## src/sv/tsw_pkg.sv

```systemverilog
package tsw_pkg;

    // default sizing handed to the top level
    localparam int DEF_TASK_SLOTS = 16;
    localparam int DEF_TEST_LEDS  = 24;

    // only the first slots are covered by the 16-bit enable mask
    localparam int MASK_BITS = 16;
    localparam int STEP_W    = 5;
    localparam int CFG_IDX_W = 4;

    // command codes
    localparam logic [1:0] CMD_TICK      = 2'd0;
    localparam logic [1:0] CMD_SELF_TEST = 2'd1;
    localparam logic [1:0] CMD_STOP      = 2'd2;
    localparam logic [1:0] CMD_HEARTBEAT = 2'd3;

    // configuration register indexes
    localparam logic [CFG_IDX_W-1:0] CFG_WD_PERIOD   = 4'd0;
    localparam logic [CFG_IDX_W-1:0] CFG_LED_PERIOD  = 4'd1;
    localparam logic [CFG_IDX_W-1:0] CFG_SEC_PERIOD  = 4'd2;
    localparam logic [CFG_IDX_W-1:0] CFG_KEY_HOLD    = 4'd3;
    localparam logic [CFG_IDX_W-1:0] CFG_DEAD_LIMIT  = 4'd4;
    localparam logic [CFG_IDX_W-1:0] CFG_KEY_MASK    = 4'd5;
    localparam logic [CFG_IDX_W-1:0] CFG_TASK_MASK   = 4'd6;
    localparam logic [CFG_IDX_W-1:0] CFG_KEY_REPORT  = 4'd7;

    // register reset values
    localparam logic [15:0] RST_WD_PERIOD  = 16'd10;
    localparam logic [15:0] RST_LED_PERIOD = 16'd50;
    localparam logic [15:0] RST_SEC_PERIOD = 16'd100;
    localparam logic [15:0] RST_KEY_HOLD   = 16'd5;
    localparam logic [7:0]  RST_DEAD_LIMIT = 8'd10;
    localparam logic [15:0] RST_KEY_MASK   = 16'hffff;

    localparam logic [15:0] HOLD_SAT = 16'hffff;
    localparam logic [7:0]  AGE_MAX  = 8'hff;

    typedef struct packed {
        logic load;
        logic age_issue;
        logic xfer;
    } tsw_cmd_t;

    typedef struct packed {
        logic age_start;
        logic age_done;
    } tsw_stat_t;

endpackage

```

## src/sv/tsw_ctrl.sv

```systemverilog
module tsw_ctrl (
    input  logic             clk,
    input  logic             rst_n,
    input  logic             in_valid,
    output logic             in_stall,
    output logic             out_valid,
    input  logic             out_stall,
    input  tsw_pkg::tsw_stat_t stat,
    output tsw_pkg::tsw_cmd_t  cmd
);
    import tsw_pkg::*;

    localparam logic [1:0] ST_IDLE = 2'd0;
    localparam logic [1:0] ST_AGE  = 2'd1;
    localparam logic [1:0] ST_WAIT = 2'd2;

    logic [1:0] state_reg, state_next;
    logic       out_valid_reg, out_valid_next;

    always_comb
    begin
        cmd            = '0;
        state_next     = state_reg;
        out_valid_next = out_valid_reg;
        in_stall       = (state_reg != ST_IDLE);
        if (out_valid_reg && !out_stall)
        begin
            out_valid_next = 1'b0;
        end
        unique case (state_reg)
            ST_IDLE:
            begin
                if (in_valid)
                begin
                    cmd.load   = 1'b1;
                    state_next = stat.age_start ? ST_AGE : ST_WAIT;
                end
            end
            ST_AGE:
            begin
                cmd.age_issue = 1'b1;
                if (stat.age_done)
                begin
                    state_next = ST_WAIT;
                end
            end
            ST_WAIT:
            begin
                // result moves to the output register once it is free
                if (!out_valid_reg || !out_stall)
                begin
                    cmd.xfer       = 1'b1;
                    out_valid_next = 1'b1;
                    state_next     = ST_IDLE;
                end
            end
            default:
            begin
                state_next = ST_IDLE;
            end
        endcase
    end

    always_ff @(posedge clk or negedge rst_n)
    begin
        if (!rst_n)
        begin
            state_reg     <= ST_IDLE;
            out_valid_reg <= 1'b0;
        end
        else
        begin
            state_reg     <= state_next;
            out_valid_reg <= out_valid_next;
        end
    end

    assign out_valid = out_valid_reg;

endmodule

```

## src/sv/tsw_dp.sv

```systemverilog
module tsw_dp #(
    parameter int TASK_SLOTS = tsw_pkg::DEF_TASK_SLOTS,
    parameter int TEST_LEDS  = tsw_pkg::DEF_TEST_LEDS
) (
    input  logic                           clk,
    input  logic                           rst_n,
    input  tsw_pkg::tsw_cmd_t              cmd,
    output tsw_pkg::tsw_stat_t             stat,
    input  logic                           cfg_we,
    input  logic [tsw_pkg::CFG_IDX_W-1:0]  cfg_index,
    input  logic [15:0]                    cfg_data,
    input  logic [1:0]                     command,
    input  logic [7:0]                     key_low,
    input  logic [7:0]                     key_high,
    input  logic [3:0]                     task_index,
    output logic                           watchdog_kick,
    output logic                           led_bank_write,
    output logic [23:0]                    led_bank_pattern,
    output logic                           run_led_write,
    output logic                           run_led_on,
    output logic                           clear_other_leds,
    output logic                           restore_logic_leds,
    output logic                           key_event,
    output logic [15:0]                    key_code,
    output logic                           refresh_stopped,
    output logic                           task_fault,
    output logic [3:0]                     fault_task
);
    import tsw_pkg::*;

    localparam int AGE_SLOTS = (TASK_SLOTS < MASK_BITS) ? TASK_SLOTS : MASK_BITS;
    localparam int AW        = $clog2(TASK_SLOTS);
    localparam int KW        = $clog2(AGE_SLOTS + 1);
    localparam int CW        = $clog2(TASK_SLOTS + 1);
    localparam int XW        = (CW > 4) ? CW : 4;

    typedef struct packed {
        logic        kick;
        logic        bank_wr;
        logic [23:0] bank_pat;
        logic        run_wr;
        logic        run_on;
        logic        clr;
        logic        restore;
        logic        kev;
        logic [15:0] kcode;
        logic        stopped;
        logic        fault;
        logic [3:0]  fault_idx;
    } res_t;

    // configuration
    logic [15:0] wd_period_reg, led_period_reg, sec_period_reg, key_hold_reg;
    logic [7:0]  dead_limit_reg;
    logic [15:0] key_mask_reg, task_mask_reg;
    logic        key_report_reg;

    // supervisor state
    logic [15:0]       kick_phase_reg, kick_phase_next;
    logic [15:0]       blink_phase_reg, blink_phase_next;
    logic [15:0]       sec_phase_reg, sec_phase_next;
    logic              parity_reg, parity_next;
    logic              st_active_reg, st_active_next;
    logic [STEP_W-1:0] st_step_reg, st_step_next;
    logic [15:0]       last_key_reg, last_key_next;
    logic [15:0]       hold_cnt_reg, hold_cnt_next;
    logic              refresh_en_reg, refresh_en_next;
    res_t              res_reg, res_next;
    res_t              out_reg;

    // ageing walk
    logic [KW-1:0]         age_idx_reg, age_idx_next;
    logic                  rd_vld_reg, rd_vld_next;
    logic [3:0]            rd_idx_reg, rd_idx_next;
    logic [7:0]            rd_data_reg;
    logic                  rd_bit_reg;
    logic [TASK_SLOTS-1:0] age_vld_reg;
    logic [7:0]            age_mem [TASK_SLOTS];
    logic                  rd_en;
    logic [AW-1:0]         rd_addr;
    logic                  wr_en;
    logic [7:0]            age_cur, age_inc;

    logic [16:0] kick_nx, blink_nx, sec_nx;
    logic [15:0] hold_inc;
    logic        kick_wrap, blink_wrap, sec_wrap;
    logic [15:0] kw;
    logic [XW-1:0] tidx_ext;
    logic        hb_clear;

    assign kick_nx    = {1'b0, kick_phase_reg} + 17'd1;
    assign blink_nx   = {1'b0, blink_phase_reg} + 17'd1;
    assign sec_nx     = {1'b0, sec_phase_reg} + 17'd1;
    assign kick_wrap  = kick_nx >= {1'b0, wd_period_reg};
    assign blink_wrap = blink_nx >= {1'b0, led_period_reg};
    assign sec_wrap   = sec_nx >= {1'b0, sec_period_reg};
    assign kw         = {key_high, key_low} & key_mask_reg;
    // only used below saturation, so it cannot wrap
    assign hold_inc   = hold_cnt_reg + 16'd1;
    assign tidx_ext   = XW'(task_index);
    assign hb_clear   = cmd.load && (command == CMD_HEARTBEAT)
                        && (tidx_ext < XW'(TASK_SLOTS));

    assign stat.age_start = (command == CMD_TICK) && sec_wrap;
    assign stat.age_done  = (age_idx_reg == KW'(AGE_SLOTS)) && !rd_vld_reg;

    assign rd_en   = cmd.age_issue && (age_idx_reg < KW'(AGE_SLOTS));
    assign rd_addr = AW'(age_idx_reg);

    // a slot never written since reset or heartbeat reads as zero
    assign age_cur = rd_bit_reg ? rd_data_reg : 8'd0;
    assign age_inc = (age_cur == AGE_MAX) ? AGE_MAX : age_cur + 8'd1;
    assign wr_en   = rd_vld_reg && task_mask_reg[rd_idx_reg];

    always_comb
    begin
        kick_phase_next  = kick_phase_reg;
        blink_phase_next = blink_phase_reg;
        sec_phase_next   = sec_phase_reg;
        parity_next      = parity_reg;
        st_active_next   = st_active_reg;
        st_step_next     = st_step_reg;
        last_key_next    = last_key_reg;
        hold_cnt_next    = hold_cnt_reg;
        refresh_en_next  = refresh_en_reg;
        res_next         = res_reg;
        age_idx_next     = age_idx_reg;
        rd_vld_next      = 1'b0;
        rd_idx_next      = rd_idx_reg;

        if (cmd.load)
        begin
            res_next     = '0;
            age_idx_next = '0;
            unique case (command)
                CMD_SELF_TEST:
                begin
                    if (!st_active_reg)
                    begin
                        st_active_next   = 1'b1;
                        st_step_next     = '0;
                        res_next.bank_wr = 1'b1;
                    end
                end
                CMD_STOP:
                begin
                    refresh_en_next = 1'b0;
                end
                CMD_HEARTBEAT:
                begin
                    // slot clear goes through the valid bits
                end
                CMD_TICK:
                begin
                    kick_phase_next  = kick_wrap ? 16'd0 : kick_nx[15:0];
                    blink_phase_next = blink_wrap ? 16'd0 : blink_nx[15:0];
                    sec_phase_next   = sec_wrap ? 16'd0 : sec_nx[15:0];
                    res_next.kick    = kick_wrap && refresh_en_reg;

                    if (blink_wrap)
                    begin
                        parity_next = !parity_reg;
                        if (st_active_reg)
                        begin
                            if (st_step_reg >= STEP_W'(TEST_LEDS))
                            begin
                                st_active_next   = 1'b0;
                                res_next.restore = 1'b1;
                            end
                            else
                            begin
                                res_next.bank_wr  = 1'b1;
                                res_next.bank_pat = 24'd1 << st_step_reg;
                                st_step_next      = st_step_reg + STEP_W'(1);
                            end
                        end
                        else
                        begin
                            res_next.run_wr = 1'b1;
                            res_next.run_on = !parity_reg;
                            res_next.clr    = parity_reg;
                        end
                    end

                    if (kw != key_mask_reg)
                    begin
                        if (kw == last_key_reg)
                        begin
                            if (hold_cnt_reg != HOLD_SAT)
                            begin
                                hold_cnt_next = hold_inc[15:0];
                                if (hold_inc[15:0] >= key_hold_reg && key_report_reg)
                                begin
                                    res_next.kev   = 1'b1;
                                    res_next.kcode = last_key_reg;
                                    hold_cnt_next  = HOLD_SAT;
                                end
                            end
                        end
                        else
                        begin
                            last_key_next = kw;
                            hold_cnt_next = '0;
                        end
                    end
                    else
                    begin
                        hold_cnt_next = '0;
                        last_key_next = key_mask_reg;
                    end
                end
            endcase
            res_next.stopped = !refresh_en_next;
        end

        if (rd_en)
        begin
            rd_vld_next  = 1'b1;
            rd_idx_next  = 4'(age_idx_reg);
            age_idx_next = age_idx_reg + KW'(1);
        end

        // slots are walked upward, so the first dead one is the lowest
        if (wr_en && (age_inc > dead_limit_reg))
        begin
            refresh_en_next  = 1'b0;
            res_next.stopped = 1'b1;
            if (!res_reg.fault)
            begin
                res_next.fault     = 1'b1;
                res_next.fault_idx = rd_idx_reg;
            end
        end
    end

    always_ff @(posedge clk or negedge rst_n)
    begin
        if (!rst_n)
        begin
            wd_period_reg   <= RST_WD_PERIOD;
            led_period_reg  <= RST_LED_PERIOD;
            sec_period_reg  <= RST_SEC_PERIOD;
            key_hold_reg    <= RST_KEY_HOLD;
            dead_limit_reg  <= RST_DEAD_LIMIT;
            key_mask_reg    <= RST_KEY_MASK;
            task_mask_reg   <= '0;
            key_report_reg  <= 1'b1;
            kick_phase_reg  <= '0;
            blink_phase_reg <= '0;
            sec_phase_reg   <= '0;
            parity_reg      <= 1'b0;
            st_active_reg   <= 1'b0;
            st_step_reg     <= '0;
            last_key_reg    <= RST_KEY_MASK;
            hold_cnt_reg    <= '0;
            refresh_en_reg  <= 1'b1;
            age_idx_reg     <= '0;
            rd_vld_reg      <= 1'b0;
            rd_bit_reg      <= 1'b0;
            age_vld_reg     <= '0;
        end
        else
        begin
            if (cfg_we)
            begin
                unique case (cfg_index)
                    CFG_WD_PERIOD:  wd_period_reg  <= cfg_data;
                    CFG_LED_PERIOD: led_period_reg <= cfg_data;
                    CFG_SEC_PERIOD: sec_period_reg <= cfg_data;
                    CFG_KEY_HOLD:   key_hold_reg   <= cfg_data;
                    CFG_DEAD_LIMIT: dead_limit_reg <= cfg_data[7:0];
                    CFG_KEY_MASK:   key_mask_reg   <= cfg_data;
                    CFG_TASK_MASK:  task_mask_reg  <= cfg_data;
                    CFG_KEY_REPORT: key_report_reg <= cfg_data[0];
                    default:        ;
                endcase
            end
            kick_phase_reg  <= kick_phase_next;
            blink_phase_reg <= blink_phase_next;
            sec_phase_reg   <= sec_phase_next;
            parity_reg      <= parity_next;
            st_active_reg   <= st_active_next;
            st_step_reg     <= st_step_next;
            last_key_reg    <= last_key_next;
            hold_cnt_reg    <= hold_cnt_next;
            refresh_en_reg  <= refresh_en_next;
            age_idx_reg     <= age_idx_next;
            rd_vld_reg      <= rd_vld_next;
            if (hb_clear)
            begin
                age_vld_reg[tidx_ext[AW-1:0]] <= 1'b0;
            end
            if (wr_en)
            begin
                age_vld_reg[AW'(rd_idx_reg)] <= 1'b1;
            end
            if (rd_en)
            begin
                rd_bit_reg <= age_vld_reg[rd_addr];
            end
        end
    end

    always_ff @(posedge clk)
    begin
        if (wr_en)
        begin
            age_mem[AW'(rd_idx_reg)] <= age_inc;
        end
        if (rd_en)
        begin
            rd_data_reg <= age_mem[rd_addr];
        end
    end

    always_ff @(posedge clk)
    begin
        res_reg    <= res_next;
        rd_idx_reg <= rd_idx_next;
        if (cmd.xfer)
        begin
            out_reg <= res_reg;
        end
    end

    assign watchdog_kick      = out_reg.kick;
    assign led_bank_write     = out_reg.bank_wr;
    assign led_bank_pattern   = out_reg.bank_pat;
    assign run_led_write      = out_reg.run_wr;
    assign run_led_on         = out_reg.run_on;
    assign clear_other_leds   = out_reg.clr;
    assign restore_logic_leds = out_reg.restore;
    assign key_event          = out_reg.kev;
    assign key_code           = out_reg.kcode;
    assign refresh_stopped    = out_reg.stopped;
    assign task_fault         = out_reg.fault;
    assign fault_task         = out_reg.fault_idx;

endmodule

```

## src/sv/tick_supervisor_watchdog_keys_leds_top.sv

```systemverilog
// a command is computed into the result register and moved to the output
//   register from the wait state; a tick that starts an ageing pass first walks
//   the min(TASK_SLOTS,16) age slots, reading one age entry per cycle
// the input is held off while the controller is busy, until the result moves out
// reset: asynchronous, active low; control registers take defaults and the age
//   valid bits clear at once, so every slot reads as zero with no clearing pass
module tick_supervisor_watchdog_keys_leds_top #(
    parameter int TASK_SLOTS = tsw_pkg::DEF_TASK_SLOTS,
    parameter int TEST_LEDS  = tsw_pkg::DEF_TEST_LEDS
) (
    input  logic                          clk,
    input  logic                          rst_n,
    input  logic                          in_valid,
    output logic                          in_stall,
    input  logic [1:0]                    command,
    input  logic [7:0]                    key_low,
    input  logic [7:0]                    key_high,
    input  logic [3:0]                    task_index,
    output logic                          out_valid,
    input  logic                          out_stall,
    output logic                          watchdog_kick,
    output logic                          led_bank_write,
    output logic [23:0]                   led_bank_pattern,
    output logic                          run_led_write,
    output logic                          run_led_on,
    output logic                          clear_other_leds,
    output logic                          restore_logic_leds,
    output logic                          key_event,
    output logic [15:0]                   key_code,
    output logic                          refresh_stopped,
    output logic                          task_fault,
    output logic [3:0]                    fault_task,
    input  logic                          cfg_valid,
    output logic                          cfg_ready,
    input  logic [tsw_pkg::CFG_IDX_W-1:0] cfg_index,
    input  logic [15:0]                   cfg_data
);
    import tsw_pkg::*;

    tsw_cmd_t  cmd;
    tsw_stat_t stat;

    assign cfg_ready = 1'b1;

    tsw_ctrl u_ctrl (
        .clk       (clk),
        .rst_n     (rst_n),
        .in_valid  (in_valid),
        .in_stall  (in_stall),
        .out_valid (out_valid),
        .out_stall (out_stall),
        .stat      (stat),
        .cmd       (cmd)
    );

    tsw_dp #(
        .TASK_SLOTS (TASK_SLOTS),
        .TEST_LEDS  (TEST_LEDS)
    ) u_dp (
        .clk                (clk),
        .rst_n              (rst_n),
        .cmd                (cmd),
        .stat               (stat),
        .cfg_we             (cfg_valid && cfg_ready),
        .cfg_index          (cfg_index),
        .cfg_data           (cfg_data),
        .command            (command),
        .key_low            (key_low),
        .key_high           (key_high),
        .task_index         (task_index),
        .watchdog_kick      (watchdog_kick),
        .led_bank_write     (led_bank_write),
        .led_bank_pattern   (led_bank_pattern),
        .run_led_write      (run_led_write),
        .run_led_on         (run_led_on),
        .clear_other_leds   (clear_other_leds),
        .restore_logic_leds (restore_logic_leds),
        .key_event          (key_event),
        .key_code           (key_code),
        .refresh_stopped    (refresh_stopped),
        .task_fault         (task_fault),
        .fault_task         (fault_task)
    );

endmodule

```

## config.mk

```make
export PLATFORM = sky130hd
export DESIGN_NAME = tick_supervisor_watchdog_keys_leds_top
export DESIGN_NICKNAME = d
export VERILOG_FILES = /design/src/sv/tsw_pkg.sv /design/src/sv/tsw_ctrl.sv /design/src/sv/tsw_dp.sv /design/src/sv/tick_supervisor_watchdog_keys_leds_top.sv
export SDC_FILE = /design/constraint.sdc
export NUM_CORES = 1
export LEC_CHECK = 0
export BUFFER_PORTS_ARGS = -buffer_cell sky130_fd_sc_hd__buf_2
export CAP_MARGIN = 20
export CORE_ASPECT_RATIO = 0.6
export CORE_UTILIZATION = 55
export DETAILED_ROUTE_END_ITERATION = 10
export PLACE_DENSITY_LB_ADDON = 0.05
export SYNTH_ARGS = -nofsm -noshare
export SYNTH_HDL_FRONTEND = slang
export SYNTH_SLANG_ARGS = --single-unit
```

## constraint.sdc

```tcl
create_clock -name clk -period 5.4 [get_ports clk]
set_input_delay 0.27 -clock clk [delete_from_list [all_inputs] [get_ports clk]]
set_output_delay 0.27 -clock clk [all_outputs]
set_load 0.05 [all_outputs]
```

== Word level (Yosys, flattened, before mapping) ==
Memories as Yosys holds them, arrays and structs flattened. A register that Yosys moved wholly into a read port is not among the register bits.
Cells that the tools add are included.

* Memories: 1
* Logic and storage cells: 213
* Input bits: 47
* Memory bits (writable): 128
* Register bits after elaboration: 329
* Output and inout port bits: 56

{| class="wikitable"
|+ Memories
! memory !! words !! width !! read ports !! clocked after memory_dff !! write ports !! RTL line !! source
|-
| u_dp.age_mem || 16 || 8 || 1 || 1 || 1 || tsw_dp.sv:78 || <nowiki>logic [7:0] age_mem [TASK_SLOTS];</nowiki>
|}

* Bitwise logic cells: 7
* Order comparisons: 13
* Shift-type cells: 1
* Add/subtract/negate cells: 7
* Multiplexer cells: 64
* Reductions and logical operators: 46
* Equal/unequal tests: 26

{| class="wikitable"
|+ Operators by type and width
! operator !! count
|-
| 2-to-1 mux 16 bit || 11
|-
| adder 16 x 1 -> 17 bit, second input constant || 3
|-
| >= comparator 17 x 16 -> 1 bit || 3
|-
| 2-to-1 mux 25 bit || 2
|-
| 2-to-1 mux 5 bit || 9
|-
| bitwise AND 16 bit || 2
|-
| 2-to-1 mux 29 bit || 1
|-
| 2-to-1 mux 1 bit || 25
|-
| << shifter 1 x 5 -> 24 bit, first input constant || 1
|-
| < comparator 4 x 5 -> 1 bit, second input constant || 4
|-
| AND reduction 2 bit || 10
|-
| AND reduction 3 bit || 6
|-
| 2-to-1 mux 17 bit || 1
|-
| adder 16 x 1 -> 16 bit, second input constant || 1
|-
| equality test 16 bit || 1
|-
| equality test 4 x 3 -> 1 bit, second input constant || 4
|-
| >= comparator 16 bit || 1
|-
| 2-to-1 mux 8 bit || 2
|-
| != test 16 bit || 1
|-
| != test 16 bit, second input constant || 1
|-
| inverter 16 bit || 1
|-
| OR 16 bit || 1
|-
| logical AND 1 bit || 12
|-
| adder 5 x 1 -> 5 bit, second input constant || 2
|-
| 32 further kinds || 59
|}

== Longest topological paths before layout ==
* Depth after elaboration: 9
* Gate-level depth with buffers: 15
* Depth with buffers taken out: 13

== Cells and area by module ==
Synthesis repeated with hierarchy kept, for this count alone.

* Cell total of the unflattened synthesis: 1662
* Area, all modules: 21401.8 um^2

{| class="wikitable"
|+ By module, submodules not included
! module !! area each (um^2) !! times used !! cells each
|-
| tsw_dp || 21226.6 || 1 || 1643
|-
| tsw_ctrl || 163.9 || 1 || 17
|-
| tick_supervisor_watchdog_keys_leds_top || 11.3 || 1 || 2
|}

== Least setup slack after synthesis ==
Ideal clock, no wire load.

* Path type: flip-flop to flip-flop
* Start: register u_ctrl.out_valid_reg, in the netlist u_ctrl.out_valid
* End: register u_dp.out_reg, in the netlist u_dp.clear_other_leds, enable pin
* Arrival: 3.197 ns
* Setup slack: 1.721 ns
* Cell stages (with the launch flop): 2
* Period minus slack after synthesis: 3.679 ns
* Setup time: 0.481 ns
* Buffers on the path: 0
* Required time: 4.919 ns
* Path through: dfrtp_1 a21oi_1

{| class="wikitable"
|+ RTL lines
! what !! RTL line !! source
|-
| start: declaration || tsw_ctrl.sv:18 || <nowiki>logic out_valid_reg, out_valid_next;</nowiki>
|-
| start signal: assignment || tsw_ctrl.sv:74 || <nowiki>out_valid_reg <= out_valid_next;</nowiki>
|-
| end signal: assignment || tsw_dp.sv:322 || <nowiki>out_reg <= res_reg;</nowiki>
|-
| end: declaration || tsw_dp.sv:69 || <nowiki>res_t out_reg;</nowiki>
|}

== Worst setup path in the final report ==
* Start: register u_dp.hold_cnt_reg[2]
* End: register u_dp.hold_cnt_reg[6]

* Longest elaborated chain between the ends: 7
* Elaborated cells on any way between the ends: 10
* Those cells by class: 1 x add/sub; 1 x order compare; 2 x eq/ne; 4 x mux; 2 x reduce/logical

{| class="wikitable"
|+ RTL lines
! what !! RTL line !! source
|-
| start: declaration || tsw_dp.sv:66 || <nowiki>logic [15:0] hold_cnt_reg, hold_cnt_next;</nowiki>
|-
| start signal: assignment || tsw_dp.sv:285 || <nowiki>hold_cnt_reg <= hold_cnt_next;</nowiki>
|-
| adder 16 x 1 -> 16 bit || tsw_dp.sv:99 || <nowiki>assign hold_inc = hold_cnt_reg + 16'd1;</nowiki>
|-
| >= comparator 16 bit || tsw_dp.sv:192 || <nowiki>if (hold_inc[15:0] >= key_hold_reg && key_report_reg)</nowiki>
|-
| logical AND 1 bit || tsw_dp.sv:192 ||
|-
| 2-to-1 mux 16 bit || tsw_dp.sv:192 ||
|-
| 2-to-1 mux 16 bit || tsw_dp.sv:189 || <nowiki>if (hold_cnt_reg != HOLD_SAT)</nowiki>
|-
| 2-to-1 mux 16 bit || tsw_dp.sv:187 || <nowiki>if (kw == last_key_reg)</nowiki>
|-
| 2-to-1 mux 16 bit || tsw_dp.sv:185 || <nowiki>if (kw != key_mask_reg)</nowiki>
|}

Several ways; a longest one is shown, not always the timed one. The select of a mux whose other input is x is not followed.
A chain may end at the register's enable or synchronous reset.

==> results by group <==
Outcome
  • Outcome: complete, no violations

Final layout
  • NumNets Final: ~1900
  • Layout area overhead: 12.5%
  • Share of layout cells above drive strength 1: 0.222
  • Filler cell count: around 2900
  • Reg area: 12900 sq um
  • Finished Layout Cells: 2360
  • Footprint of the multi-input gates: between 8000 and 9000 sq um
  • Max reg flops: 128

STA
  • Setup violators final: 0
  • Max Freq: around 250 MHz
  • Final period util: 0.752
  • Final Skew: 0.0187 ns
  • Worst-Margin Slew: 1.10 ns
  • Unrepaired setup endpoints after global routing: false
  • TNS Setup: 0 ns
  • Relative slew margins: 0.265
  • Number of hold violations in the final report: 0
  • Min Tclk post-route: 4.06 ns
  • Final Max Tran Viols: 0

Worst setup path
  • WP data arrival: 4.45 ns
  • Critical path required time: a little under 6 ns
  • Critical path peak fanout: 18
  • Critical R2R Launch: u_dp.hold_cnt_reg[2]$_DFFE_PN0P_
  • Reg2Reg Capture Point: u_dp.hold_cnt_reg[6]$_DFFE_PN0P_
  • CP Buf/Inv Count: 1
  • CP Cell Sequence: nand3_1 > nor3_1 > and3_1 > xor2_1 > ha_1 > a21oi_1 > o21ai_0 > a211oi_1 > o21ai_1 > buf_4 > nor3_1 > a221oi_1
  • Critical path's slowest cell: nor3_1
  • Flop2flop setup slack: 1.34 ns
  • Top cell by count, worst path: nor3_1
  • CP Launch Type: flip-flop
  • Worst Setup End Kind: flip-flop
  • CP max stage delay: 0.62 ns
  • Worst setup path class: flip-flop to flip-flop
  • Crit-path leading delay family: simple AND/OR/NAND/NOR gates
  • R2R cell count: 12

Worst hold path
  • Hold path cells: 3
  • Hold Startpoint: key_low[0]
  • Hold worst-path end: u_dp.last_key_reg[0]$_DFFE_PN1P_
  • Worst hold path type: primary input to flip-flop

Detailed routing
  • WL met2: 21.6 mm
  • DR iter-0 viols: 1272
  • M1 WL: 25.1 mm
  • First-pass DRT Iterations: 7
  • Post-DRT Antenna Nets: 0
  • Routed vias: 14000
  • WL met3: 3.96 mm
  • Vias per cell: 5.93
  • DRC errors left: 0
  • Highest routed layer: met4
  • Post-detailed-route wirelength per cell: 21.8 microns
  • Final WL: just over 50 mm

Clocking
  • Sink Count: 465
  • Clk buf depth: 3
  • Root Driver: clkbuf_16
  • CTS clk-pin slew, worst paths: 0.07 ns
  • Cts bufs inserted: 43
  • Clock latency on the worst-skew pair: 0.56 ns
  • Setup repair bufs after CTS: 0
  • CTS tree: done
  • H-tree Lvls: 2

Power
  • Max IR drop VDD: ~0.00025 V
  • Pwr dens: 413 nW/um^2
  • Static Leak: around 10 nW

Synthesis
  • Syn Inst Count: 1690
  • Ys async rst share: 0.471
  • Synth Net Count: 1822
  • Seq/Total Area, Yosys: 0.593
  • Synth Warn #: 0
  • Post-synth EDFFs: 240
  • Synth unique cells: 79
  • Mapped cell area: 21700 sq um
  • Avg Synthesized Cell Area: approximately 13 sq um
  • Top_reg_cell synth: edfxtp_1
  • Flops & latches, synth: 465

GRT
  • GRT Total Usage: 0.262
  • Pin count of the biggest net entering global routing: about 130
  • First-pass GRT wire length: 79.9 mm
  • Vias in the first global route: roughly 14000
  • Initial antenna violation count: 6
  • Overflow after GRT: 0

Floorplan
  • Die area: approximately 40000 sq um
  • Die Height: around 160 microns
  • Die width: 258 microns
  • Ports: 103
  • Site Rows: 55
  • Starting Density: 0.567
  • CORE AREA: 38300 sq um

Run
  • MaxCap Viol Count: 0

Place
  • DP HPWL: 35.2 mm
  • PortBufs: 101
  • Dpl cells: 2264
  • GP Congestion: about 0.87
[kinds of logic after synthesis]
family                     synth area share
adders and majority gates            0.0490
AOI/OAI and AO/OA                    0.0720
buffers and inverters                0.0356
xor gates and xnor gates             0.0258
DFF                                   0.593
other                              0.000173
and+or+nand+nor                       0.111
muxes                                 0.113
[cell usage in the layout, fill, tap and decap left out, drive strengths merged, types with 19 or more instances in the layout]
cell,synthesis,layout
mux4,50,50
nand2,153,153
ha,85,85
dfrtp,173,173
mux2,92,92
nand4,31,31
mux2i,29,29
clkbuf,38,57
buf,22,121
nand3,56,56
and3,25,25
xor2,19,19
a21oi,37,37
edfxtp,240,240
o21ai,85,85
nor2,72,72
xnor2,45,45
dfstp,46,46
and2,25,25
inv,133,135
nor2b,22,22
nor3,40,40
[area by class of cell]
cell class	instances	share of cell area
Clock inverter	23	0.0100
Tap cell	513	0.0263
Sequential cell	465	0.527
Clock buffer	57	0.0504
Multi-Input combinational cell	1032	0.332
Inverter	133	0.0205
Timing Repair Buffer	136	0.0339
Antenna cell	1	0.000103
[how the worst max path moves through the flow]
stage / start / cells past startpoint / slack (ns) / endpoint
after floorplan: u_ctrl.out_valid$_DFF_PN0_ / 1 / 1.72 / u_dp.clear_other_leds$_DFFE_PP_
after global placement: u_dp.hold_cnt_reg[0]$_DFFE_PN0P_ / 12 / 1.56 / u_dp.hold_cnt_reg[13]$_DFFE_PN0P_
after detailed placement: u_dp.hold_cnt_reg[2]$_DFFE_PN0P_ / 12 / 1.54 / u_dp.hold_cnt_reg[13]$_DFFE_PN0P_
after CTS: u_dp.hold_cnt_reg[2]$_DFFE_PN0P_ / 12 / 1.50 / u_dp.hold_cnt_reg[13]$_DFFE_PN0P_
after global routing: u_dp.hold_cnt_reg[0]$_DFFE_PN0P_ / 12 / 1.15 / u_dp.hold_cnt_reg[6]$_DFFE_PN0P_
final: u_dp.hold_cnt_reg[2]$_DFFE_PN0P_ / 12 / 1.34 / u_dp.hold_cnt_reg[6]$_DFFE_PN0P_
[Yosys cell counts, types with 5 or more instances]
cell type,number,share of area
nand4_1,30,0.0087
mux2i_1,29,0.013
nor4_1,9,0.0026
o211ai_1,7,0.0024
clkbuf_1,38,0.0066
dfrtp_1,173,0.20
nand2b_1,15,0.0043
nand3b_1,5,0.0017
nand3_1,53,0.012
a2111oi_0,5,0.0020
xnor2_1,45,0.018
and2_1,25,0.0072
dfxtp_1,6,0.0055
o22ai_1,11,0.0032
o2bb2ai_1,8,0.0032
a31oi_1,13,0.0037
inv_1,133,0.023
nor3_1,37,0.0085
mux4_2,49,0.051
and3_1,24,0.0069
edfxtp_1,240,0.33
dfstp_2,46,0.056
o31ai_1,11,0.0038
ha_1,85,0.049
a21oi_1,37,0.0085
mux2_2,92,0.048
a221oi_1,5,0.0020
a21o_1,15,0.0052
xor2_1,19,0.0077
o21ai_0,83,0.019
nor2b_1,22,0.0063
a22o_1,11,0.0044
nor2_1,70,0.012
buf_2,14,0.0032
nand2_1,153,0.026
[metrics by stage]
step | power [mW] | setup slack, ns | hold WS [ns] | area, sq um | util
after floorplan | 6.32 | 1.72 | -0.0256 | 21700 | -
after global placement | 6.87 | 1.56 | 0.401 | 22800 | 0.595
after detailed placement | 6.96 | 1.54 | 0.405 | 22800 | 0.595
after CTS | 10.1 | 1.50 | 0.0171 | 24400 | 0.638
after global routing | 10.5 | 1.15 | 0.0380 | 24400 | 0.638
final | 10.1 | 1.34 | 0.0436 | 24400 | 0.638
[metal layers]
layer  vias to the layer above  GRT usage
li1                       6403          -
met2                       484      0.376
met3                        66     0.0531
met4                         0     0.0544
met1                      7051      0.412
met5                         -          0
[tightest hold or removal path: cells and delay by family]
kind | cells | cell delay [ns]
buffers and inverters | 1 | 0.12
and+or+nand+nor | 1 | 0.11
muxes | 1 | 0.08
[where the power goes]
part / leakage [nW] / internal, mW / switching (mW)
combinational: 4.08 / 0.731 / 1.37
clock: 0.719 / 1.81 / 1.36
sequential: 4.98 / 4.43 / 0.365
[repair_timing]
action	in CTS	in global routing
hold buffers	15	0
resized for setup	0	0
hold endpoints to repair	132	0
Note: power is estimated with default switching activity, not from simulation.
